===== config.mk =====
export PLATFORM = sky130hd
export DESIGN_NAME = acd_queue
export DESIGN_NICKNAME = d
export VERILOG_FILES = /design/src/sv/acd_pkg.sv /design/src/sv/acd_queue.sv
export SDC_FILE = /design/constraint.sdc
export NUM_CORES = 1
export LEC_CHECK = 0
export BUFFER_PORTS_ARGS = -buffer_cell sky130_fd_sc_hd__buf_2
export CORE_MARGIN = 2
export CORE_UTILIZATION = 47
export DETAILED_ROUTE_END_ITERATION = 10
export GPL_ROUTABILITY_DRIVEN = 0
export HOLD_SLACK_MARGIN = 0.08
export PLACE_DENSITY = 0.8
export REMOVE_ABC_BUFFERS = 1
export SLEW_MARGIN = 0
export SYNTH_ARGS = -nofsm -noshare
export SYNTH_HDL_FRONTEND = slang
export SYNTH_SLANG_ARGS = --single-unit

===== constraint.sdc =====
create_clock -name clk -period 21.7 [get_ports clk]
set_clock_uncertainty 0.05 [all_clocks]
set_input_delay 0 -clock clk [delete_from_list [all_inputs] [get_ports clk]]
set_output_delay 0 -clock clk [all_outputs]
set_load 0.01 [all_outputs]

===== src/sv/acd_pkg.sv =====
// Shared constants, types and the back-end state encoding for the box contact detector.
// No dependencies; imported by every module of the block.
package acd_pkg;

  localparam int MAX_BOXES = 32;
  localparam int IDX_W     = $clog2(MAX_BOXES);
  localparam int CNT_W     = $clog2(MAX_BOXES + 1);

  localparam logic signed [1:0] NORM_POS  = 2'sb01;
  localparam logic signed [1:0] NORM_NEG  = 2'sb11;
  localparam logic signed [1:0] NORM_ZERO = 2'sb00;

  // One stored box.
  typedef struct packed {
    logic        [31:0] id;
    logic signed [31:0] min_x;
    logic signed [31:0] min_y;
    logic signed [31:0] max_x;
    logic signed [31:0] max_y;
  } box_t;

  // One classified item waiting for the scan.
  typedef struct packed {
    box_t             box;
    logic [IDX_W-1:0] limit;   // number of stored boxes to compare against
    logic             wr_en;   // store the box after the scan
    logic [IDX_W-1:0] wr_idx;  // slot it goes to
  } item_t;

  typedef enum logic [1:0] {
    BK_IDLE,
    BK_SCAN,
    BK_DRAIN,
    BK_WRITE
  } back_state_t;

endpackage


===== src/sv/acd_queue.sv =====
// Two-entry item queue between the front end and the scan engine.
// Depends on acd_pkg.
module acd_queue
  import acd_pkg::*;
(
  input  logic  clk,
  input  logic  rst,
  input  logic  push,
  input  item_t push_item,
  input  logic  pop,
  output item_t head,
  output logic  empty,
  output logic  full
);

  item_t       slots [2];
  logic        wr_ptr;
  logic        rd_ptr;
  logic [1:0]  count;

  assign empty = count == 2'd0;
  assign full  = count == 2'd2;
  assign head  = slots[rd_ptr];

  always_ff @(posedge clk) begin
    if (push) begin
      slots[wr_ptr] <= push_item;
    end
  end

  always_ff @(posedge clk) begin
    if (rst) begin
      wr_ptr <= 1'b0;
      rd_ptr <= 1'b0;
      count  <= 2'd0;
    end else begin
      if (push) begin
        wr_ptr <= ~wr_ptr;
      end
      if (pop) begin
        rd_ptr <= ~rd_ptr;
      end
      if (push && !pop) begin
        count <= count + 2'd1;
      end else if (pop && !push) begin
        count <= count - 2'd1;
      end
    end
  end

endmodule


-- After elaboration in Yosys (flattened, before gate mapping)
Memories as Yosys holds them, arrays and structs flattened. A register that Yosys moved wholly into a read port is not among the register bits.
Index checks and enable logic that the tools add are counted.
- bits of input ports: 175
- word-level logic and storage cells: 21
- memories kept: 1
- output and inout bits: 173
- RAM bits: 342
- register bits: 4
- memory list (name ; words ; width ; read ports ; clocked after memory_dff ; write ports ; RTL line ; text):
    slots ; 2 ; 171 ; 1 ; 1 ; 1 ; acd_queue.sv:16 ; item_t slots [2];
- equal/unequal tests: 1
- add/sub/neg operators: 2
- multiplexer cells: 6
- bitwise operators: 2
- reduce and logical (&&, ||, !) cells: 6
- operator list (kind ; number):
    $mux 1 ; 4
    $mux 2 ; 2
    $add 2x1->2 const B ; 1
    $eq 2x2->1 const B ; 1
    $logic_and 1x1->1 ; 2
    $logic_not 1->1 ; 2
    $logic_not 2->1 ; 1
    $not 1->1 ; 2
    $reduce_bool 2->1 ; 1
    $sub 2x1->2 const B ; 1

-- Longest topological paths before layout
- depth in word-level cells: 4
- mapped depth: 5
- mapped depth without buffers: 5

-- Least setup slack after synthesis
OpenSTA, ideal clock, no wires.
- kind: flip-flop to flip-flop
- from: register wr_ptr
- to: memory slots[0][0] in the netlist's numbering, enable pin
- data arrival time: 7874 ps
- setup time: 725 ps
- cell stages (with the launch flop): 2
- required time: 20925 ps
- period minus slack after synthesis: 8649 ps
- buffers on the path: 0
- path slack: 13051 ps
- path through: dfxtp_1 nor2b_1
- RTL lines (element ; RTL line ; text):
    from (decl) ; acd_queue.sv:17 ; logic wr_ptr;
    from (signal assigned) ; acd_queue.sv:38 ; wr_ptr <= ~wr_ptr;
    to (decl) ; acd_queue.sv:16 ;
No word-level cell before the write port.

==> run summary <==
status: finished clean
Period Utilization, post-route: 13.8%
final wirelength: 28200 um
Port Buffers: 347
Yosys cell types: 16
WS Path Type: register to primary output
Ports: 348
DRT Pass-1 Iters: 4
drt drc: 0
core area: 27000 um2
Mapped Cells: 554
Syn-to-layout area delta: 38.1%
Worst-Margin Slew: 1100 ps
Yosys reg bits: 347
number of global-route vias before repair: 7756
R2R Path Start: wr_ptr
top-area cell type share of the netlist area: 79.6%
final hold violation count: 0
Clock Pin Slew Worst Setup and Hold Paths: 60 ps
initial antenna violation count: 3
P per Cell Area: 87.2 nW/um2
drt via density: 4.90
total track usage: 19.0%
# clock sinks: 347
first-pass GRT wire length: 41600 um
Tot Pwr: 1.55 mW
worst reg-to-reg path cell count: 2
RSZ-0062 raised after global routing: no
slew margin rel.: 26.6%
vias: 7199
1st-iter DRT viols: 460
largest net degree at the start of global routing: 172
largest cells by area after synthesis: edfxtp_1 80%, mux2_4 10%, mux2_2 7.1%, buf_6 0.96%, dfxtp_1 0.78%
Layout Nets: 1277
Multi-input gate area: 2370 um2
area leader, netlist: edfxtp_1
die height: 170 um
synth warn: 0
Hold Startpoint: push_item[23]
cts-stage hold buffer count: 177
syn_area_per_cell: 23.3 um2
CTS Root Cell: clkbuf_16
Critical Path End Type: primary output
hpwl dp: 15600 um
Clock Latency Late Sink: 500 ps
post-synthesis cell area: 12900 um2
post-route ant nets: 0
Initial Util: 47.9%
crit path launch type: register
H-tree depth: 2
Worst Hold Class: input port to register
R2R Path End: slots[1][90]
Worst Path Arrival: 2950 ps
maximum clock rate: 334 MHz
setup tns final: 0 ps
CTS Buffer Depth: 3
per-cell routed wire length: 19.2 um
GRT overflow: 0
share of layout cells above drive strength 1: 51.0%
leakage power: 6.94 nW
final setup fails: 0
Hold EP: slots[1][23]
flop2flop setup slack: 19280 ps
Die Wd: 170 um
worst endpoint required time: 21650 ps
number of buffers created by CTS: 35
Pins Over Slew Limit: 0
max_cap viols: 0
Post CTS Setup Buffer Count: 0
Worst Hold Path Cells: 2
register area share after synthesis: 80.4%
post-CTS sizing: 0
Tmin final: 3000 ps
Die Area: 28800 um2
Peak supply drop: 84.1 uV
Reg area: 10400 um2
Fillers: 1706
crit-path max FO: 66
TritonCTS clock tree: done
Placement Rows: 60
[cells in the final DEF, fill, tap and decap left out]
| cell type | count |
|---|---|
| buf_12 | 1 |
| or3_1 | 1 |
| nor2_1 | 5 |
| nor2b_1 | 1 |
| inv_1 | 1 |
| buf_4 | 4 |
| and2_4 | 1 |
| buf_2 | 347 |
| edfxtp_1 | 342 |
| nor2b_4 | 1 |
| mux2_2 | 81 |
| a21oi_1 | 1 |
| dlygate4sd3_1 | 177 |
| o21ai_0 | 1 |
| clkinv_2 | 5 |
| clkbuf_16 | 37 |
| xor2_1 | 2 |
| ha_1 | 1 |
| dfxtp_1 | 4 |
| clkbuf_8 | 3 |
| clkinvlp_4 | 2 |
| clkbuf_1 | 8 |
| xnor2_1 | 2 |
| dfxtp_4 | 1 |
| clkinv_1 | 6 |
| diode_2 | 3 |
| mux2_4 | 90 |
| clkinv_4 | 1 |
[worst max-delay path by stage]
stage,from,to,depth (start not counted)
after floorplan,wr_ptr,slots[0][0],1
after global placement,register,head[165],3
after detailed placement,register,head[63],3
after CTS,register,head[63],3
after global routing,register,head[72],3
final,register,head[21],3
[state kept, by name (all words and copies together), names as in the netlist, named ones only]
register / cells
count: 2
rd_ptr: 1
slots: 342
wr_ptr: 1
[cells in the mapped netlist]
cell type  number
a21oi_1         1
and2_1          1
buf_2           8
buf_6          11
dfxtp_1         5
edfxtp_1      342
ha_1            1
inv_1           1
mux2_2         81
mux2_4         90
nor2_1          5
nor2b_1         2
o21ai_0         1
or3_1           1
xnor2_1         2
xor2_1          2
[layout make-up]
type                       instances  area share (%)
sequential                       347            58.2
timing repair buffer             529            20.0
multi-input combinational        187            13.3
clock buffer                      48            5.60
tap                              341            2.40
clock inverter                    14           0.400
antenna                            3          0.0421
inverter                           1          0.0211
[logic make-up (layout without fill, tap and decap cells)]
group	after synthesis	after routing	synth area share, %
simple gates	9	9	0.339
other cells	0	3	0
mux	171	171	17.5
xor+xnor	4	4	0.272
fa+ha+maj	1	1	0.0970
buf+inv	20	592	1.30
compound gates	2	2	0.0775
flops	347	347	80.4
[per-layer routing]
layer | global-route usage, % | vias up | part of all wire [%]
li1 | - | 3305 | -
met1 | 20.5 | 3538 | 36
met2 | 34.8 | 286 | 53
met3 | 5.55 | 68 | 7.2
met4 | 7.69 | 2 | 3.5
met5 | 0 | - | 0.046
[through the flow]
step	setup WS [ps]	utilization, %	instances	hold WS, ps	cell area [um2]
after global placement	19270	55.5	1228	137	15000
final	18700	66.1	1470	157	17800
after detailed placement	19200	55.5	1228	141	15000
after global routing	18540	66.1	1469	155	17800
after CTS	18680	66.1	1467	141	17800
after floorplan	13050	-	535	19.1	12700
[worst max-delay path, cell delays in order, from the launching register on]
cell and delay [ps]:
dfxtp_4 840, buf_4 900, mux2_2 430, buf_2 140
[report_power, final]
| part | internal [mW] | switching, mW |
|---|---|---|
| Clock | 0.322 | 0.237 |
| Sequential | 0.783 | 0.0145 |
| Combinational | 0.105 | 0.0927 |
| Total | 1.21 | 0.344 |
No activity file was read; power rests on OpenSTA's default activity.
