File: src/sv/acd_pkg.sv
// Shared constants, types and the back-end state encoding for the box contact detector.
// No dependencies; imported by every module of the block.
package acd_pkg;

  localparam int MAX_BOXES = 32;
  localparam int IDX_W     = $clog2(MAX_BOXES);
  localparam int CNT_W     = $clog2(MAX_BOXES + 1);

  localparam logic signed [1:0] NORM_POS  = 2'sb01;
  localparam logic signed [1:0] NORM_NEG  = 2'sb11;
  localparam logic signed [1:0] NORM_ZERO = 2'sb00;

  // One stored box.
  typedef struct packed {
    logic        [31:0] id;
    logic signed [31:0] min_x;
    logic signed [31:0] min_y;
    logic signed [31:0] max_x;
    logic signed [31:0] max_y;
  } box_t;

  // One classified item waiting for the scan.
  typedef struct packed {
    box_t             box;
    logic [IDX_W-1:0] limit;   // number of stored boxes to compare against
    logic             wr_en;   // store the box after the scan
    logic [IDX_W-1:0] wr_idx;  // slot it goes to
  } item_t;

  typedef enum logic [1:0] {
    BK_IDLE,
    BK_SCAN,
    BK_DRAIN,
    BK_WRITE
  } back_state_t;

endpackage

File: src/sv/acd_front.sv
// Front end: accepts boxes, tracks the frame's box count and classifies each item.
// Depends on acd_pkg.
module acd_front
  import acd_pkg::*;
(
  input  logic               clk,
  input  logic               rst,
  input  logic               start,
  input  logic               frame_start,
  input  logic signed [31:0] box_min_x,
  input  logic signed [31:0] box_min_y,
  input  logic signed [31:0] box_max_x,
  input  logic signed [31:0] box_max_y,
  input  logic        [31:0] entity_id,
  input  logic               q_full,
  output logic               push,
  output item_t              push_item
);

  logic [CNT_W-1:0] box_count;
  logic [CNT_W-1:0] base_count;
  logic             room;

  assign push       = start && !q_full;
  assign base_count = frame_start ? '0 : box_count;
  assign room       = base_count < CNT_W'(MAX_BOXES);

  always_comb begin
    push_item.box.id    = entity_id;
    push_item.box.min_x = box_min_x;
    push_item.box.min_y = box_min_y;
    push_item.box.max_x = box_max_x;
    push_item.box.max_y = box_max_y;
    // compare against at most MAX_BOXES-1 stored boxes
    if (base_count > CNT_W'(MAX_BOXES - 1)) begin
      push_item.limit = IDX_W'(MAX_BOXES - 1);
    end else begin
      push_item.limit = base_count[IDX_W-1:0];
    end
    push_item.wr_en  = room;
    push_item.wr_idx = base_count[IDX_W-1:0];
  end

  always_ff @(posedge clk) begin
    if (rst) begin
      box_count <= '0;
    end else if (push) begin
      box_count <= room ? base_count + CNT_W'(1) : base_count;
    end
  end

endmodule

File: config.mk
export PLATFORM = sky130hd
export DESIGN_NAME = acd_front
export DESIGN_NICKNAME = d
export VERILOG_FILES = /design/src/sv/acd_pkg.sv /design/src/sv/acd_front.sv
export SDC_FILE = /design/constraint.sdc
export NUM_CORES = 1
export LEC_CHECK = 0
export ABC_AREA = 1
export ABC_CLOCK_PERIOD_IN_PS = 2500
export BUFFER_PORTS_ARGS = -buffer_cell sky130_fd_sc_hd__buf_4
export CORE_AREA = 2 2 131 133
export DETAILED_ROUTE_END_ITERATION = 10
export DIE_AREA = 0 0 133 135
export PLACE_DENSITY = 0.48
export RECOVER_POWER = 100
export SLEW_MARGIN = 10
export SYNTH_ARGS = -nofsm -noshare
export SYNTH_HDL_FRONTEND = slang
export SYNTH_SLANG_ARGS = --single-unit
File: constraint.sdc
create_clock -name clk -period 2.5 [get_ports clk]
set_clock_uncertainty 0.2 [all_clocks]
set_input_delay 0.125 -clock clk [delete_from_list [all_inputs] [get_ports clk]]
set_output_delay 0.125 -clock clk [all_outputs]
set_load 0.005 [all_outputs]
### Word-level counts from Yosys, hierarchy flattened

Cells that the tools add are included.

* bits in latches: 0
* input port bits: 165
* bits in registers: 6
* word-level logic and storage cells: 9
* memories kept: 0
* memory bits (read-only): 0
* memory bits (writable): 0
* output and inout port bits: 172

* multiply operators: 0
* magnitude comparators: 2
* equal/unequal tests: 0
* bitwise operators: 0
* reductions and logical operators: 2
* div/mod/pow operators: 0
* shifts and indexed selects: 0
* multiplexer cells: 3
* add/sub/neg operators: 1

Operators by type and width (count)
* two-way mux 6 bit: 2
* adder 6 x 1 -> 6 bit (second input constant): 1
* > comparator 6 x 5 -> 1 bit (second input constant): 1
* less-than comparator 6 bit (second input constant): 1
* two-way mux 5 bit: 1
* logical AND 1 bit: 1
* logical NOT 1 bit: 1

### Depth between registers and ports, before layout

* depth after elaboration: 3
* depth in mapped cells: 6
* mapped depth without buffers: 6

### Least setup slack after synthesis

OpenSTA, ideal clock, no wires.

* kind: register to register
* start point: register box_count[1]
* end point: register box_count[4]
* data required time: 2185 ps
* setup time: 115 ps
* path buffers: 0
* stages on the path, launching flop included: 6
* arrival time: 795 ps
* period minus slack after synthesis: 1110 ps
* path slack: 1390 ps
* cells stage by stage: dfxtp_1 nand3_1 nor2_4 nand3_1 nand2_1 nor2_1

* word-level cells in the longest chain between the ends: 3
* elaborated cells between the ends (all ways): 4
* those cells by class: add/sub (1); order compare (1); mux (2)

RTL lines
* from (decl): line acd_front.sv:20 `logic [CNT_W-1:0] box_count;`
* from (signal assigned): line acd_front.sv:48 `box_count <= room ? base_count + CNT_W'(1) : base_count;`
* two-way mux 6 bit (*): line acd_front.sv:25 `assign base_count = frame_start ? '0 : box_count;`
* adder 6 x 1 -> 6 bit or less-than comparator 6 bit (tied branches): line acd_front.sv:48, acd_front.sv:26
* two-way mux 6 bit (*): line acd_front.sv:48

Every way passes the cells marked *; elsewhere a longest branch is shown, timed or not.
A chain may end at the register's enable or synchronous reset.

==> reports/results.ini <==
[flow_run]
drv_cap = 0

[cells_and_area]
stdcell_area_sq_um = 852
post-route-util_pct = 5.19
layout.nets = 248
num_antenna_cells = 0
largest_reg_flops = 6
syn2layout_area_growth_pct = -47.0
drive_gt1_share_pct = 29.6
top_register = box_count
fin_cells = 301
largestRegisters = box_count x6

[logic_synthesis]
syn_nets = 387
synth_fa_ha_area_share_pct = 0
synth_top_family_by_area = buffers and inverters
syn_area_per_cell_sq_um = 7.24
synthMuxAreaShare_pct = 0
yosys.area_share.xor_xnor_pct = 0
syn_inst = 222
synthSimpleGateAreaFrac_pct = 10.9
synth_compound_area_share_pct = 3.43
synth_area_sq_mm = 0.00161
synth_seq_cells = 6
seq_area_frac_synth_pct = 7.48
synth_cell_type_count = 18
yosys_warnings = 0

[drt]
vias_per_cell = 2.37
route.final.wire_length_microns = 4680
vias = 714
drc = 0
ant_nets = 0
drt_iter0_drc = 28
dr.pass1.iters = 4
drt-wirelength-per-cell_microns = 15.5

[power_and_ir_drop]
p_total_uw = 388
power_switching_uw = 73.3
clockPowerShare_pct = 67.2
leakage_nw = 0.295
combPwrFrac_pct = 7.2
power.internal_uw = 315
switching_share_pct = 18.9
seqPwrFrac_pct = 25.6
peakVddDrop_v = 0.000127
powerDensity_mw_per_mm2 = 455

[grt]
grt_pass1_wl_microns = 5840
grt_max_degree = 9
antenna_found_initial = 0
grt_overflow_total = 0
grt_pass1_vias = 753
grt.total_usage_pct = 5.02

[place]
portBuffers = 16
dpl.hpwl_microns = 3990
post_dp_cell_area_sq_um = 793
routabilityCongestion = 0.615
place_inst = 297

[floorplanning]
die_w_microns = 133
fp.coreArea_sq_mm = 0.0164
dieHeight_microns = 135
die-area_sq_mm = 0.0180
ios = 337
rows = 47
start_util_pct = 9.79

[sta]
relSlewSlack_pct = 73.0
drv_slew = 0
setup_viol = 0
fmax_ghz = 0.656
worst_pin_slew_ns = 0.404
rsz0062_at_grt = no
finalHoldViolCount = 0
fin_setup_tns_ns = 0
fin_crit_ns = 1.52
finalCritPeriodShare_pct = 61.0

[clocking]
post-cts-setup-buffers = 0
clock_latency_ns = 0.23
clk_path_buf_depth = 2
clock-root-buffer = clkbuf_16
cts_htree_levels = 1
path_clk_slew_ns = 0.03
numCtsBuffers = 3
cts_tree = built
cts.sinks = 6

[worst_setup_path]
crit_arrival_ns = 1.20
cp-start-kind = flip-flop
end_kind = primary output
path_max_fanout = 3
critical_path_class = reg -> out
crit_required_ns = 2.17

[min_path]
hp-class = in -> out

[run_status]
status = completed

==> worst max-delay path: stages, from the launching register on <==
cell and delay, ns:
dfxtp_1 0.34, inv_1 0.08, o21ai_0 0.33, clkbuf_4 0.22
==> power by group through the flow <==
stage	logic (mW)	registers [mW]	clock network [mW]
floorplan	0.221	0.101	0
global placement	0.0298	0.101	0
detailed placement	0.0296	0.101	0
CTS	0.0315	0.0995	0.266
global route	0.0315	0.0993	0.275
finish	0.0279	0.0993	0.261
==> area by class of cell <==
cell class,count,area [sq um]
timing repair buffer,17,126
inverter,12,47.5
multi-input combinational,43,208
fill,1937,15600
tap,220,275
sequential,6,120
clock buffer,3,75.1
==> what timing repair did <==
item	CTS	global route
hold buffers	1	0
endpoints found under the hold margin	2	0
resized for setup	0	0
==> path summary, 6_finish.rpt <==
| check | start | cells past startpoint | end | slack, ns |
|---|---|---|---|---|
| worst min-delay path | box_min_y[27] | 0 | push_item[102] | 0.05 |
| worst min register to register | box_count[5] | 2 | box_count[5] | 0.27 |
| worst max register to register | box_count[1] | 5 | box_count[4] | 1.19 |
| worst max-delay path | box_count[3] | 3 | push_item[9] | 0.98 |
==> cells by family (layout without fill, tap and decap cells) <==
| logic type | after synthesis | in the layout |
|---|---|---|
| flops | 6 | 6 |
| simple gates | 33 | 33 |
| buf+inv | 173 | 32 |
| compound gates | 10 | 10 |
==> per-stage QoR <==
stage	setup WS [ns]	hold slack (ns)
2_1_floorplan	1.39	-0.00593
3_3_place_gp	1.07	0.0500
3_5_place_dp	1.17	0.0500
4_1_cts	0.914	0.0269
5_1_grt	0.851	0.0500
6_report	0.976	0.0500
==> cell usage in the layout, fill, tap and decap left out, drive strengths merged <==
master and instances:
nand3 7, dlygate4sd3 1, nand2 15, a21oi 4, clkbuf 11, o21ai 4, dfxtp 6, buf 8
inv 12, a22oi 1, nor2 11, a21boi 1
==> cell usage after synthesis <==
cell / count / area (sq um)
o21ai_0: 4 / 20.0
nand2_2: 2 / 12.5
nand3_4: 1 / 17.5
nand3_2: 1 / 10.0
nor2_2: 2 / 12.5
inv_1: 9 / 33.8
dfxtp_1: 6 / 120
buf_4: 161 / 1210
a21oi_1: 4 / 20.0
nand2_1: 12 / 45.0
inv_4: 1 / 6.26
a21boi_1: 1 / 7.51
a22oi_1: 1 / 7.51
nand2_4: 1 / 11.3
nor2_4: 1 / 11.3
nor2_1: 8 / 30.0
inv_2: 2 / 7.51
nand3_1: 5 / 25.0
==> layer usage <==
| layer | vias up | track usage [%] | routed length, microns |
|---|---|---|---|
| met4 | 0 | 8.72 | 734 |
| met3 | 78 | 5.48 | 1180 |
| met1 | 258 | 2.60 | 870 |
| li1 | 229 | - | - |
| met5 | - | 0 | 0 |
| met2 | 149 | 6.48 | 1890 |
(Power assumes the default switching activity.)
